==> src/sv/rbpf_pkg.sv <==
`timescale 1ns / 1ps

package rbpf_pkg;

   localparam int DEPTH_DEF    = 256;
   localparam int MAX_SEQ_DEF  = 8;
   localparam int MAX_READ_DEF = 64;

   localparam int CNT_W  = 9;   // lengths, counts, capacity
   localparam int COPY_W = 7;   // copied_count
   localparam int REG_W  = 64;  // widest register
   localparam int IDX_W  = 3;   // register index
   localparam int SLEN_W = 4;   // sequence length

   typedef enum logic [1:0] {
      MODE_WRITE = 2'd0,
      MODE_READ  = 2'd1,
      MODE_FIND  = 2'd2,
      MODE_NONE  = 2'd3
   } mode_type;

   typedef enum logic [1:0] {
      STAT_OK       = 2'd0,
      STAT_EMPTY    = 2'd1,
      STAT_REJECTED = 2'd2,
      STAT_BAD_LEN  = 2'd3
   } status_type;

   typedef enum logic [IDX_W-1:0] {
      REG_CAPACITY   = 3'd0,
      REG_HDR_BYTES  = 3'd1,
      REG_HDR_LENGTH = 3'd2,
      REG_FTR_BYTES  = 3'd3,
      REG_FTR_LENGTH = 3'd4,
      REG_UNUSED5    = 3'd5,
      REG_UNUSED6    = 3'd6,
      REG_UNUSED7    = 3'd7
   } reg_index_type;

   typedef enum logic [2:0] {
      ST_IDLE,
      ST_RD_ISSUE,
      ST_RD_DATA,
      ST_HDR,
      ST_FTR,
      ST_FIND_DONE
   } state_type;

   typedef struct packed {
      logic clear;  // restart the window
      logic push;   // a stored byte arrives
   } match_ctl_type;

endpackage

==> src/sv/rbpf_mem.sv <==
`timescale 1ns / 1ps

module rbpf_mem #(
   parameter int DEPTH = rbpf_pkg::DEPTH_DEF,
   parameter int AW    = $clog2(rbpf_pkg::DEPTH_DEF)
) (
   input  logic          clock,
   input  logic          wr_en,
   input  logic [AW-1:0] wr_addr,
   input  logic [7:0]    wr_data,
   input  logic          rd_en,
   input  logic [AW-1:0] rd_addr,
   output logic [7:0]    rd_data
);

   logic [7:0] mem [DEPTH];
   logic [7:0] rd_data_ff;

   always_ff @(posedge clock) begin
      if (wr_en) begin
         mem[wr_addr] <= wr_data;
      end
   end

   always_ff @(posedge clock) begin
      if (rd_en) begin
         rd_data_ff <= mem[rd_addr];
      end
   end

   assign rd_data = rd_data_ff;

endmodule

==> src/sv/rbpf_match.sv <==
`timescale 1ns / 1ps

// Sliding window over the last MAX_SEQ bytes of a scan pass.
module rbpf_match #(
   parameter int MAX_SEQ = rbpf_pkg::MAX_SEQ_DEF
) (
   input  logic                          clock,
   input  logic                          reset,
   input  rbpf_pkg::match_ctl_type       ctl,
   input  logic [7:0]                    in_byte,
   input  logic [8*MAX_SEQ-1:0]          seq,
   input  logic [rbpf_pkg::SLEN_W-1:0]   len,
   output logic                          hit
);

   localparam int SW = rbpf_pkg::SLEN_W;

   logic [7:0]    win_ff [MAX_SEQ];
   logic [7:0]    win_in [MAX_SEQ];
   logic [SW-1:0] cnt_ff;
   logic [SW-1:0] cnt_in;
   logic          all_eq;

   always_comb begin
      logic [SW-1:0]        idx;
      logic [8*MAX_SEQ-1:0] shifted;
      logic [7:0]           cur;
      all_eq = 1'b1;
      for (int d = 0; d < MAX_SEQ; d++) begin
         idx     = len - SW'(1) - SW'(d);
         shifted = seq >> {idx, 3'b000};
         cur     = (d == 0) ? in_byte : win_ff[(d == 0) ? 0 : d - 1];
         if ((SW'(d) < len) && (cur != shifted[7:0])) begin
            all_eq = 1'b0;
         end
      end
   end

   assign hit = ctl.push && ({1'b0, cnt_ff} + (SW+1)'(1) >= {1'b0, len}) && all_eq;

   always_comb begin
      for (int k = 0; k < MAX_SEQ; k++) begin
         win_in[k] = win_ff[k];
      end
      cnt_in = cnt_ff;
      if (ctl.clear) begin
         cnt_in = '0;
      end else if (ctl.push) begin
         win_in[0] = in_byte;
         for (int k = 1; k < MAX_SEQ; k++) begin
            win_in[k] = win_ff[k-1];
         end
         if (cnt_ff < SW'(MAX_SEQ)) begin
            cnt_in = cnt_ff + SW'(1);
         end
      end
   end

   always_ff @(posedge clock) begin
      for (int k = 0; k < MAX_SEQ; k++) begin
         win_ff[k] <= win_in[k];
      end
   end

   always_ff @(posedge clock) begin
      if (reset) begin
         cnt_ff <= '0;
      end else begin
         cnt_ff <= cnt_in;
      end
   end

endmodule

==> src/sv/ring_buffer_packet_finder.sv <==
`timescale 1ns / 1ps

// Byte ring buffer with all-or-nothing write bursts, bounded reads and a
// header/footer packet search.
// Request channel (req_*): one beat per item. mode 0 stores data_byte (the
// first byte of a burst carries the burst length in length), mode 1 reads up
// to length bytes (at most MAX_READ), mode 2 searches for a packet, mode 3 is
// dropped without a result.
// Response channel (rsp_*): one beat per write or find item, one beat per
// delivered byte for a read, last set on the final beat of the item.
// A write or a rejected read gives its beat the cycle after accept.
// Each delivered byte of a read is one access on the single read port of
// the byte store. A find walks the stored bytes once for the header and
// once from the header on for the footer, one byte a cycle. req_stall
// stays high while an item is in progress.
// Reset clears pointers, counters and burst state and loads capacity 256,
// other registers 0; the byte store itself is not cleared. Writing the
// capacity register empties the buffer. While rsp_stall is high with a beat
// pending, that beat holds and no further beat or request is taken.
module ring_buffer_packet_finder #(
   parameter int DEPTH    = rbpf_pkg::DEPTH_DEF,
   parameter int MAX_SEQ  = rbpf_pkg::MAX_SEQ_DEF,
   parameter int MAX_READ = rbpf_pkg::MAX_READ_DEF
) (
   input  logic                          clock,
   input  logic                          reset,
   // request channel
   input  logic                          req_valid,
   output logic                          req_stall,
   input  logic [1:0]                    req_mode,
   input  logic [7:0]                    req_data_byte,
   input  logic [rbpf_pkg::CNT_W-1:0]    req_length,
   // response channel
   output logic                          rsp_valid,
   input  logic                          rsp_stall,
   output logic [1:0]                    rsp_status,
   output logic [7:0]                    rsp_read_byte,
   output logic                          rsp_last,
   output logic [rbpf_pkg::COPY_W-1:0]   rsp_copied_count,
   output logic [rbpf_pkg::CNT_W-1:0]    rsp_skip_length,
   output logic [rbpf_pkg::CNT_W-1:0]    rsp_packet_length,
   // register write port
   input  logic                          csr_write,
   input  logic [rbpf_pkg::IDX_W-1:0]    csr_index,
   input  logic [rbpf_pkg::REG_W-1:0]    csr_data
);

   localparam int CW        = rbpf_pkg::CNT_W;
   localparam int RW        = rbpf_pkg::COPY_W;
   localparam int SW        = rbpf_pkg::SLEN_W;
   // capacity is 9 bits wide, so no more than 511 entries are ever used
   localparam int MEM_DEPTH = (DEPTH < 511) ? DEPTH : 511;
   localparam int AW        = (MEM_DEPTH > 1) ? $clog2(MEM_DEPTH) : 1;

   function automatic logic [AW-1:0] ptr_inc(input logic [AW-1:0] p,
                                             input logic [CW-1:0] cap);
      logic [CW:0] nx;
      nx = (CW+1)'(p) + (CW+1)'(1);
      ptr_inc = (nx == {1'b0, cap}) ? '0 : AW'(nx);
   endfunction

   // registers
   logic [CW-1:0]          cap_ff;
   logic [63:0]            hdr_bytes_ff, ftr_bytes_ff;
   logic [SW-1:0]          hdr_len_ff, ftr_len_ff;

   // buffer state
   logic [AW-1:0]          rp_ff, rp_in, wp_ff, wp_in;
   logic [CW-1:0]          used_ff, used_in;
   logic [CW-1:0]          burst_left_ff, burst_left_in;
   logic                   burst_rej_ff, burst_rej_in;

   rbpf_pkg::state_type    state_ff, state_in;

   // read and scan sequencing
   logic [RW-1:0]          rd_left_ff, rd_left_in;
   logic [RW-1:0]          rd_total_ff, rd_total_in;
   logic [CW-1:0]          iss_pos_ff, iss_pos_in;
   logic [AW-1:0]          iss_addr_ff, iss_addr_in;
   logic                   dvld_ff, dvld_in;
   logic [CW-1:0]          pcnt_ff, pcnt_in;
   logic [AW-1:0]          st_addr_ff, st_addr_in;
   logic [CW-1:0]          skip_ff, skip_in;
   logic [CW-1:0]          pkt_ff, pkt_in;

   // response register
   logic                   rsp_valid_ff, rsp_valid_in;
   logic [1:0]             rsp_status_ff, rsp_status_in;
   logic [7:0]             rsp_byte_ff, rsp_byte_in;
   logic                   rsp_last_ff, rsp_last_in;
   logic [RW-1:0]          rsp_cc_ff, rsp_cc_in;
   logic [CW-1:0]          rsp_skip_ff, rsp_skip_in;
   logic [CW-1:0]          rsp_pkt_ff, rsp_pkt_in;

   // memory and matcher hookup
   logic                   mem_we, mem_re;
   logic [AW-1:0]          mem_waddr, mem_raddr;
   logic [7:0]             mem_rdata;
   rbpf_pkg::match_ctl_type mctl;
   logic [8*MAX_SEQ-1:0]   mseq;
   logic [SW-1:0]          mlen;
   logic                   mhit;

   logic [CW-1:0]          ecap;
   logic [SW-1:0]          hl, fl;
   logic                   out_free, accept;

   // effective capacity: 0 acts as 1, anything past the store acts as full size
   always_comb begin
      if (cap_ff == '0) begin
         ecap = CW'(1);
      end else if (cap_ff > CW'(MEM_DEPTH)) begin
         ecap = CW'(MEM_DEPTH);
      end else begin
         ecap = cap_ff;
      end
   end

   assign hl = (hdr_len_ff > SW'(MAX_SEQ)) ? SW'(MAX_SEQ) : hdr_len_ff;
   assign fl = (ftr_len_ff > SW'(MAX_SEQ)) ? SW'(MAX_SEQ) : ftr_len_ff;

   assign out_free  = !rsp_valid_ff || !rsp_stall;
   assign req_stall = !((state_ff == rbpf_pkg::ST_IDLE) && out_free);
   assign accept    = req_valid && !req_stall;

   assign mseq = (state_ff == rbpf_pkg::ST_FTR) ? ftr_bytes_ff[8*MAX_SEQ-1:0]
                                                : hdr_bytes_ff[8*MAX_SEQ-1:0];
   assign mlen = (state_ff == rbpf_pkg::ST_FTR) ? fl : hl;

   always_comb begin
      logic [CW-1:0] bl_eff;
      logic          rej;
      logic [CW-1:0] n;
      logic          issue;
      logic [CW-1:0] pcnt_new;
      logic [AW-1:0] st_next;
      logic          pass_end;

      state_in       = state_ff;
      rp_in          = rp_ff;
      wp_in          = wp_ff;
      used_in        = used_ff;
      burst_left_in  = burst_left_ff;
      burst_rej_in   = burst_rej_ff;
      rd_left_in     = rd_left_ff;
      rd_total_in    = rd_total_ff;
      iss_pos_in     = iss_pos_ff;
      iss_addr_in    = iss_addr_ff;
      dvld_in        = 1'b0;
      pcnt_in        = pcnt_ff;
      st_addr_in     = st_addr_ff;
      skip_in        = skip_ff;
      pkt_in         = pkt_ff;

      rsp_valid_in   = rsp_valid_ff && rsp_stall;
      rsp_status_in  = rsp_status_ff;
      rsp_byte_in    = rsp_byte_ff;
      rsp_last_in    = rsp_last_ff;
      rsp_cc_in      = rsp_cc_ff;
      rsp_skip_in    = rsp_skip_ff;
      rsp_pkt_in     = rsp_pkt_ff;

      mem_we         = 1'b0;
      mem_waddr      = wp_ff;
      mem_re         = 1'b0;
      mem_raddr      = rp_ff;
      mctl           = '0;

      bl_eff   = burst_left_ff;
      rej      = burst_rej_ff;
      n        = '0;
      issue    = 1'b0;
      pcnt_new = pcnt_ff + CW'(1);
      st_next  = st_addr_ff;
      pass_end = 1'b0;

      unique case (state_ff)
         rbpf_pkg::ST_IDLE: begin
            if (accept) begin
               rsp_status_in = rbpf_pkg::STAT_OK;
               rsp_byte_in   = '0;
               rsp_last_in   = 1'b1;
               rsp_cc_in     = '0;
               rsp_skip_in   = '0;
               rsp_pkt_in    = '0;
               unique case (rbpf_pkg::mode_type'(req_mode))
                  rbpf_pkg::MODE_WRITE: begin
                     rsp_valid_in = 1'b1;
                     if ((burst_left_ff == '0) && (req_length == '0)) begin
                        rsp_status_in = rbpf_pkg::STAT_BAD_LEN;
                     end else begin
                        if (burst_left_ff == '0) begin
                           // burst start: all or nothing
                           rej    = req_length > (ecap - used_ff);
                           bl_eff = req_length;
                        end
                        if (rej || (used_ff >= ecap)) begin
                           rsp_status_in = rbpf_pkg::STAT_REJECTED;
                        end else begin
                           mem_we  = 1'b1;
                           wp_in   = ptr_inc(wp_ff, ecap);
                           used_in = used_ff + CW'(1);
                        end
                        burst_left_in = bl_eff - CW'(1);
                        burst_rej_in  = (burst_left_in == '0) ? 1'b0 : rej;
                     end
                  end
                  rbpf_pkg::MODE_READ: begin
                     if (req_length == '0) begin
                        rsp_valid_in  = 1'b1;
                        rsp_status_in = rbpf_pkg::STAT_BAD_LEN;
                     end else if (used_ff == '0) begin
                        rsp_valid_in  = 1'b1;
                        rsp_status_in = rbpf_pkg::STAT_EMPTY;
                     end else begin
                        n = (req_length < used_ff) ? req_length : used_ff;
                        if (n > CW'(MAX_READ)) begin
                           n = CW'(MAX_READ);
                        end
                        rd_left_in  = RW'(n);
                        rd_total_in = RW'(n);
                        state_in    = rbpf_pkg::ST_RD_ISSUE;
                     end
                  end
                  rbpf_pkg::MODE_FIND: begin
                     skip_in = '0;
                     pkt_in  = '0;
                     pcnt_in = '0;
                     mctl.clear = 1'b1;
                     iss_pos_in  = '0;
                     iss_addr_in = rp_ff;
                     st_addr_in  = rp_ff;
                     if (hl != '0) begin
                        state_in = rbpf_pkg::ST_HDR;
                     end else if (fl != '0) begin
                        state_in = rbpf_pkg::ST_FTR;
                     end else begin
                        state_in = rbpf_pkg::ST_FIND_DONE;
                     end
                  end
                  rbpf_pkg::MODE_NONE: begin
                  end
                  default: begin
                  end
               endcase
            end
         end

         rbpf_pkg::ST_RD_ISSUE: begin
            mem_re    = 1'b1;
            mem_raddr = rp_ff;
            rp_in     = ptr_inc(rp_ff, ecap);
            used_in   = used_ff - CW'(1);
            state_in  = rbpf_pkg::ST_RD_DATA;
         end

         rbpf_pkg::ST_RD_DATA: begin
            if (out_free) begin
               rsp_valid_in  = 1'b1;
               rsp_status_in = rbpf_pkg::STAT_OK;
               rsp_byte_in   = mem_rdata;
               rsp_last_in   = (rd_left_ff == RW'(1));
               rsp_cc_in     = rd_total_ff;
               rsp_skip_in   = '0;
               rsp_pkt_in    = '0;
               rd_left_in    = rd_left_ff - RW'(1);
               state_in      = (rd_left_ff == RW'(1)) ? rbpf_pkg::ST_IDLE
                                                      : rbpf_pkg::ST_RD_ISSUE;
            end
         end

         rbpf_pkg::ST_HDR, rbpf_pkg::ST_FTR: begin
            // issue one stored byte a cycle, compare as it returns
            issue     = iss_pos_ff < used_ff;
            mem_re    = issue;
            mem_raddr = iss_addr_ff;
            if (issue) begin
               iss_pos_in  = iss_pos_ff + CW'(1);
               iss_addr_in = ptr_inc(iss_addr_ff, ecap);
            end
            dvld_in   = issue;
            mctl.push = dvld_ff;
            if (dvld_ff) begin
               pcnt_in = pcnt_new;
               if (pcnt_new > CW'(mlen)) begin
                  st_next = ptr_inc(st_addr_ff, ecap);
               end
               st_addr_in = st_next;
            end
            pass_end = !issue && !dvld_ff;

            if (state_ff == rbpf_pkg::ST_HDR) begin
               if (mhit || pass_end) begin
                  // header found: footer pass starts at the header; no header: from the oldest byte
                  skip_in     = mhit ? (pcnt_new - CW'(mlen)) : '0;
                  iss_pos_in  = skip_in;
                  iss_addr_in = mhit ? st_next : rp_ff;
                  pcnt_in     = '0;
                  dvld_in     = 1'b0;
                  mctl.clear  = 1'b1;
                  state_in    = (fl != '0) ? rbpf_pkg::ST_FTR : rbpf_pkg::ST_FIND_DONE;
               end
            end else begin
               if (mhit || pass_end) begin
                  pkt_in   = mhit ? pcnt_new : '0;
                  dvld_in  = 1'b0;
                  state_in = rbpf_pkg::ST_FIND_DONE;
               end
            end
         end

         rbpf_pkg::ST_FIND_DONE: begin
            if (out_free) begin
               rsp_valid_in  = 1'b1;
               rsp_status_in = rbpf_pkg::STAT_OK;
               rsp_byte_in   = '0;
               rsp_last_in   = 1'b1;
               rsp_cc_in     = '0;
               rsp_skip_in   = skip_ff;
               rsp_pkt_in    = pkt_ff;
               state_in      = rbpf_pkg::ST_IDLE;
            end
         end

         default: begin
            state_in = rbpf_pkg::ST_IDLE;
         end
      endcase

      // capacity write empties the buffer (only while idle is for the user to keep; not enforced here)
      if (csr_write && (rbpf_pkg::reg_index_type'(csr_index) == rbpf_pkg::REG_CAPACITY)) begin
         rp_in         = '0;
         wp_in         = '0;
         used_in       = '0;
         burst_left_in = '0;
         burst_rej_in  = 1'b0;
      end
   end

   always_ff @(posedge clock) begin
      if (reset) begin
         state_ff      <= rbpf_pkg::ST_IDLE;
         rp_ff         <= '0;
         wp_ff         <= '0;
         used_ff       <= '0;
         burst_left_ff <= '0;
         burst_rej_ff  <= 1'b0;
         dvld_ff       <= 1'b0;
         rsp_valid_ff  <= 1'b0;
      end else begin
         state_ff      <= state_in;
         rp_ff         <= rp_in;
         wp_ff         <= wp_in;
         used_ff       <= used_in;
         burst_left_ff <= burst_left_in;
         burst_rej_ff  <= burst_rej_in;
         dvld_ff       <= dvld_in;
         rsp_valid_ff  <= rsp_valid_in;
      end
   end

   always_ff @(posedge clock) begin
      rd_left_ff    <= rd_left_in;
      rd_total_ff   <= rd_total_in;
      iss_pos_ff    <= iss_pos_in;
      iss_addr_ff   <= iss_addr_in;
      pcnt_ff       <= pcnt_in;
      st_addr_ff    <= st_addr_in;
      skip_ff       <= skip_in;
      pkt_ff        <= pkt_in;
      rsp_status_ff <= rsp_status_in;
      rsp_byte_ff   <= rsp_byte_in;
      rsp_last_ff   <= rsp_last_in;
      rsp_cc_ff     <= rsp_cc_in;
      rsp_skip_ff   <= rsp_skip_in;
      rsp_pkt_ff    <= rsp_pkt_in;
   end

   // register file
   always_ff @(posedge clock) begin
      if (reset) begin
         cap_ff       <= CW'(256);
         hdr_bytes_ff <= '0;
         hdr_len_ff   <= '0;
         ftr_bytes_ff <= '0;
         ftr_len_ff   <= '0;
      end else if (csr_write) begin
         unique case (rbpf_pkg::reg_index_type'(csr_index))
            rbpf_pkg::REG_CAPACITY:   cap_ff       <= csr_data[CW-1:0];
            rbpf_pkg::REG_HDR_BYTES:  hdr_bytes_ff <= csr_data;
            rbpf_pkg::REG_HDR_LENGTH: hdr_len_ff   <= csr_data[SW-1:0];
            rbpf_pkg::REG_FTR_BYTES:  ftr_bytes_ff <= csr_data;
            rbpf_pkg::REG_FTR_LENGTH: ftr_len_ff   <= csr_data[SW-1:0];
            default: begin
            end
         endcase
      end
   end

   rbpf_mem #(
      .DEPTH (MEM_DEPTH),
      .AW    (AW)
   ) u_mem (
      .clock   (clock),
      .wr_en   (mem_we),
      .wr_addr (mem_waddr),
      .wr_data (req_data_byte),
      .rd_en   (mem_re),
      .rd_addr (mem_raddr),
      .rd_data (mem_rdata)
   );

   rbpf_match #(
      .MAX_SEQ (MAX_SEQ)
   ) u_match (
      .clock   (clock),
      .reset   (reset),
      .ctl     (mctl),
      .in_byte (mem_rdata),
      .seq     (mseq),
      .len     (mlen),
      .hit     (mhit)
   );

   assign rsp_valid         = rsp_valid_ff;
   assign rsp_status        = rsp_status_ff;
   assign rsp_read_byte     = rsp_byte_ff;
   assign rsp_last          = rsp_last_ff;
   assign rsp_copied_count  = rsp_cc_ff;
   assign rsp_skip_length   = rsp_skip_ff;
   assign rsp_packet_length = rsp_pkt_ff;

endmodule
==> config.mk <==
export PLATFORM = sky130hd
export DESIGN_NAME = ring_buffer_packet_finder
export DESIGN_NICKNAME = d
export VERILOG_FILES = /design/src/sv/rbpf_pkg.sv /design/src/sv/rbpf_mem.sv /design/src/sv/rbpf_match.sv /design/src/sv/ring_buffer_packet_finder.sv
export SDC_FILE = /design/constraint.sdc
export NUM_CORES = 2
export LEC_CHECK = 0
export BUFFER_PORTS_ARGS = -buffer_cell sky130_fd_sc_hd__buf_2
export CORE_MARGIN = 3
export CORE_UTILIZATION = 57
export CTS_CLUSTER_SIZE = 16
export DETAILED_ROUTE_END_ITERATION = 10
export PLACE_DENSITY_LB_ADDON = 0.05
export SETUP_SLACK_MARGIN = 0.15
export SKIP_CTS_REPAIR_TIMING = 1
export SLEW_MARGIN = 20
export SYNTH_ARGS = -nofsm -noshare
export SYNTH_HDL_FRONTEND = slang
export SYNTH_SLANG_ARGS = --single-unit
==> constraint.sdc <==
create_clock -name clock -period 9.2 [get_ports clock]
set_clock_uncertainty 0.2 [all_clocks]
set_input_delay 1.84 -clock clock [delete_from_list [all_inputs] [get_ports clock]]
set_output_delay 1.84 -clock clock [all_outputs]
set_load 0.02 [all_outputs]
==> flow_metrics.env <==
export IMPL_status="finished, final reports clean"
export IMPL_ys_seq_area_share_pct=67.8
export IMPL_syn2layout_area_growth_pct=10.2
export IMPL_crit_arrival_ns=8.21
export IMPL_fin_cells=9005
export IMPL_vias=58300
export IMPL_slowest_delay_ns=0.77
export IMPL_p_leak_uw=0.0373
export IMPL_worst_slew_pin_slew_ns=1.17
export IMPL_grt_first_pass_wirelength_mm=390
export IMPL_syn_inst=6395
export IMPL_fmax_mhz=127
export IMPL_vias_per_cell=6.48
export IMPL_hold_viol_final=0
export IMPL_hpwl_mm=166
export IMPL_relSlewSlack_pct=21.8
export IMPL_die_area_um2=187000
export IMPL_grt_max_degree=149
export IMPL_start_util_pct=57.7
export IMPL_start_kind="register"
export IMPL_coreArea_um2=180000
export IMPL_synth_ff_type="edfxtp_1"
export IMPL_crit_slowest_cell="dfxtp_1"
export IMPL_grt_overflow_total=0
export IMPL_wl_per_cell_um=29.5
export IMPL_yosysTopAreaCellShare_pct=64.1
export IMPL_synth_cell_types=94
export IMPL_port_buffers=128
export IMPL_syn_cell_area_um2=104000
export IMPL_cpMostUsedCell="buf_4"
export IMPL_drt_initial_drc_count=6243
export IMPL_critPathKind="reg2reg"
export IMPL_fin_crit_ns=7.88
export IMPL_worstPathRequired_ns=9.53
export IMPL_utilization_pct=63.6
export IMPL_maxSlewViolCount=0
export IMPL_first_global_vias=57300
export IMPL_hold_path_class="reg2reg"
export IMPL_worstSkewPairLatency_ns=0.89
export IMPL_yosys_warnings=0
export IMPL_gp_congestion=0.951
export IMPL_multi_input_area_um2=31700
export IMPL_die_x_um=433
export IMPL_antenna_left=0
export IMPL_crit_buf_inv=6
export IMPL_syn_avg_cell_area_um2=16.2
export IMPL_finalCritPeriodShare_pct=85.7
export IMPL_syn_num_nets=6564
export IMPL_layout_nets=6620
export IMPL_h_tree_depth=4
export IMPL_critPathTopFamily="simple AND/OR/NAND/NOR gates"
export IMPL_ir_drop_v=0.000182
export IMPL_cts_tree="yes"
export IMPL_remaining_drc_errors=0
export IMPL_fillers=12800
export IMPL_cts_made_buffers=236
export IMPL_final_setup_viol_count=0
export IMPL_async_flop_share_pct=0
export IMPL_tns_ns=0
export IMPL_yosysTopAreaCell="edfxtp_1"
export IMPL_dr_pass1_iters=5
export IMPL_powerDensity_nw_per_um2=216
export IMPL_clock_sinks=2403
export IMPL_cp_max_fo=56
export IMPL_num_rows=155
export IMPL_maxCapViolations=0
export IMPL_synth_seq_cells=2403
export IMPL_regArea_um2=70300
export IMPL_wl_mm=266
export IMPL_crit_path_end_kind="register"
export IMPL_track_usage_pct=28.5
export IMPL_path_clk_slew_ns=0.06
export IMPL_stdcell_area_um2=114000
export IMPL_synth_edf_count=2214
export IMPL_clock_path_buffers=3
export IMPL_placed_cells=8568
export IMPL_rsz0062_at_grt="no"
export IMPL_cts_root_buf="clkbuf_16"
export IMPL_drive_gt1_share_pct=18.1
export IMPL_place_area_um2=107000
export IMPL_antenna_found_initial=4
export IMPL_worstPathCellList="or3b_4 > buf_4 > mux2i_2 > buf_4 > xnor2_2 > buf_4 > inv_2 > ha_1 > nand2_1 > xnor2_1 > and3_1 > a211oi_1 > nor4_2 > o22ai_1 > nand4bb_1 > or4_1 > buf_4 > or2_1 > nor2b_4 > buf_4"
export IMPL_synth_area_top_cells="edfxtp_1 64%, mux4_2 12%, mux2i_1 3.7%"
export IMPL_num_io_pins=129
export IMPL_die_h_um=433
[where the power goes]
group          switching (µW)  internal, µW  leakage [µW]
logic                    1850          1330        0.0121
registers                 106         12000        0.0215
clock network            4080          5240       0.00364
total                    6040         18600        0.0373
[sequential cells by signal, summed over array words and instances (netlist names), 56 cells and up]
| signal | flops |
|---|---|
| hdr_bytes_ff | 64 |
| u_mem.mem | 2048 |
| u_match.win_ff | 56 |
| ftr_bytes_ff | 64 |
[area by class of cell]
| cell class | count | area share [%] |
|---|---|---|
| Antenna cell | 3 | 0.00657 |
| Clock buffer | 302 | 5.44 |
| Clock inverter | 132 | 1.07 |
| Inverter | 64 | 0.210 |
| Multi-Input combinational cell | 3509 | 27.7 |
| Sequential cell | 2403 | 61.5 |
| Tap cell | 2355 | 2.58 |
| Timing Repair Buffer | 237 | 1.49 |
[cell usage after synthesis (49+ instances only)]
master	n
clkbuf_1	291
xnor2_1	97
nor2b_1	158
o21ai_0	73
o22ai_1	49
nand3_1	71
dfxtp_1	189
ha_1	75
nor3_1	96
mux4_2	557
buf_1	64
edfxtp_1	2214
nor2_1	438
nand2_1	397
a211oi_1	256
inv_1	62
mux2i_1	382
a21oi_1	362
[per-layer routing]
metal / track usage, % / wire (µm) / vias up
li1: - / - / 25400
met1: 40.4 / 108000 / 30100
met2: 45.2 / 129000 / 2354
met3: 5.41 / 20400 / 441
met4: 9.39 / 8820 / 0
met5: 0 / 0 / -
[placed cells by master (no fill, tap or decap), types with 62 or more instances in the layout]
cell | netlist | routed
nor3_1 | 96 | 92
buf_2 | 47 | 119
ha_1 | 75 | 75
a21oi_1 | 362 | 361
nor2_1 | 438 | 437
xnor2_1 | 97 | 96
dfxtp_1 | 189 | 189
buf_4 | 8 | 97
a211oi_1 | 256 | 256
nor2b_1 | 158 | 155
mux4_2 | 557 | 557
nand3_1 | 71 | 69
inv_1 | 62 | 62
o21ai_0 | 73 | 72
nand2_1 | 397 | 397
clkbuf_16 | 0 | 237
edfxtp_1 | 2214 | 2214
mux2i_1 | 382 | 378
[final timing paths]
kind / startpoint / to / slack (ns) / depth (start not counted)
worst min-delay path: burst_rej_ff / burst_rej_ff / 0.27 / 2
worst max-delay path: state_ff[0] / u_match.win_ff[5][1] / 1.32 / 20
worst max register to register: state_ff[0] / u_match.win_ff[5][1] / 1.32 / 20
worst min register to register: burst_rej_ff / burst_rej_ff / 0.27 / 2
[logic make-up after synthesis]
group           synth area share, %
fa+ha+maj                     0.963
mux                            16.0
compound gates                 5.65
simple gates                   6.42
flops                          67.8
buf+inv                        1.90
xor+xnor                       1.29
[through the flow]
step                hold slack (ns)  total power, µW  setup slack, ns
floorplan                     0.236            14500            0.415
global placement              0.245            15600             1.55
detailed placement            0.263            15600             1.47
CTS                           0.272            24800             1.43
global route                  0.295            25500            0.942
finish                        0.268            24700             1.32
[worst reg2reg max path: stages (launching register included)]
cell and delay [ns]:
dfxtp_1 0.77, or3b_4 0.48, buf_4 0.70, mux2i_2 0.37, buf_4 0.28, xnor2_2 0.10, buf_4 0.23, inv_2 0.31
ha_1 0.30, nand2_1 0.12, xnor2_1 0.53, and3_1 0.25, a211oi_1 0.08, nor4_2 0.42, o22ai_1 0.15, nand4bb_1 0.21
or4_1 0.72, buf_4 0.34, or2_1 0.44, nor2b_4 0.21, buf_4 0.34
(Power assumes the default switching activity.)
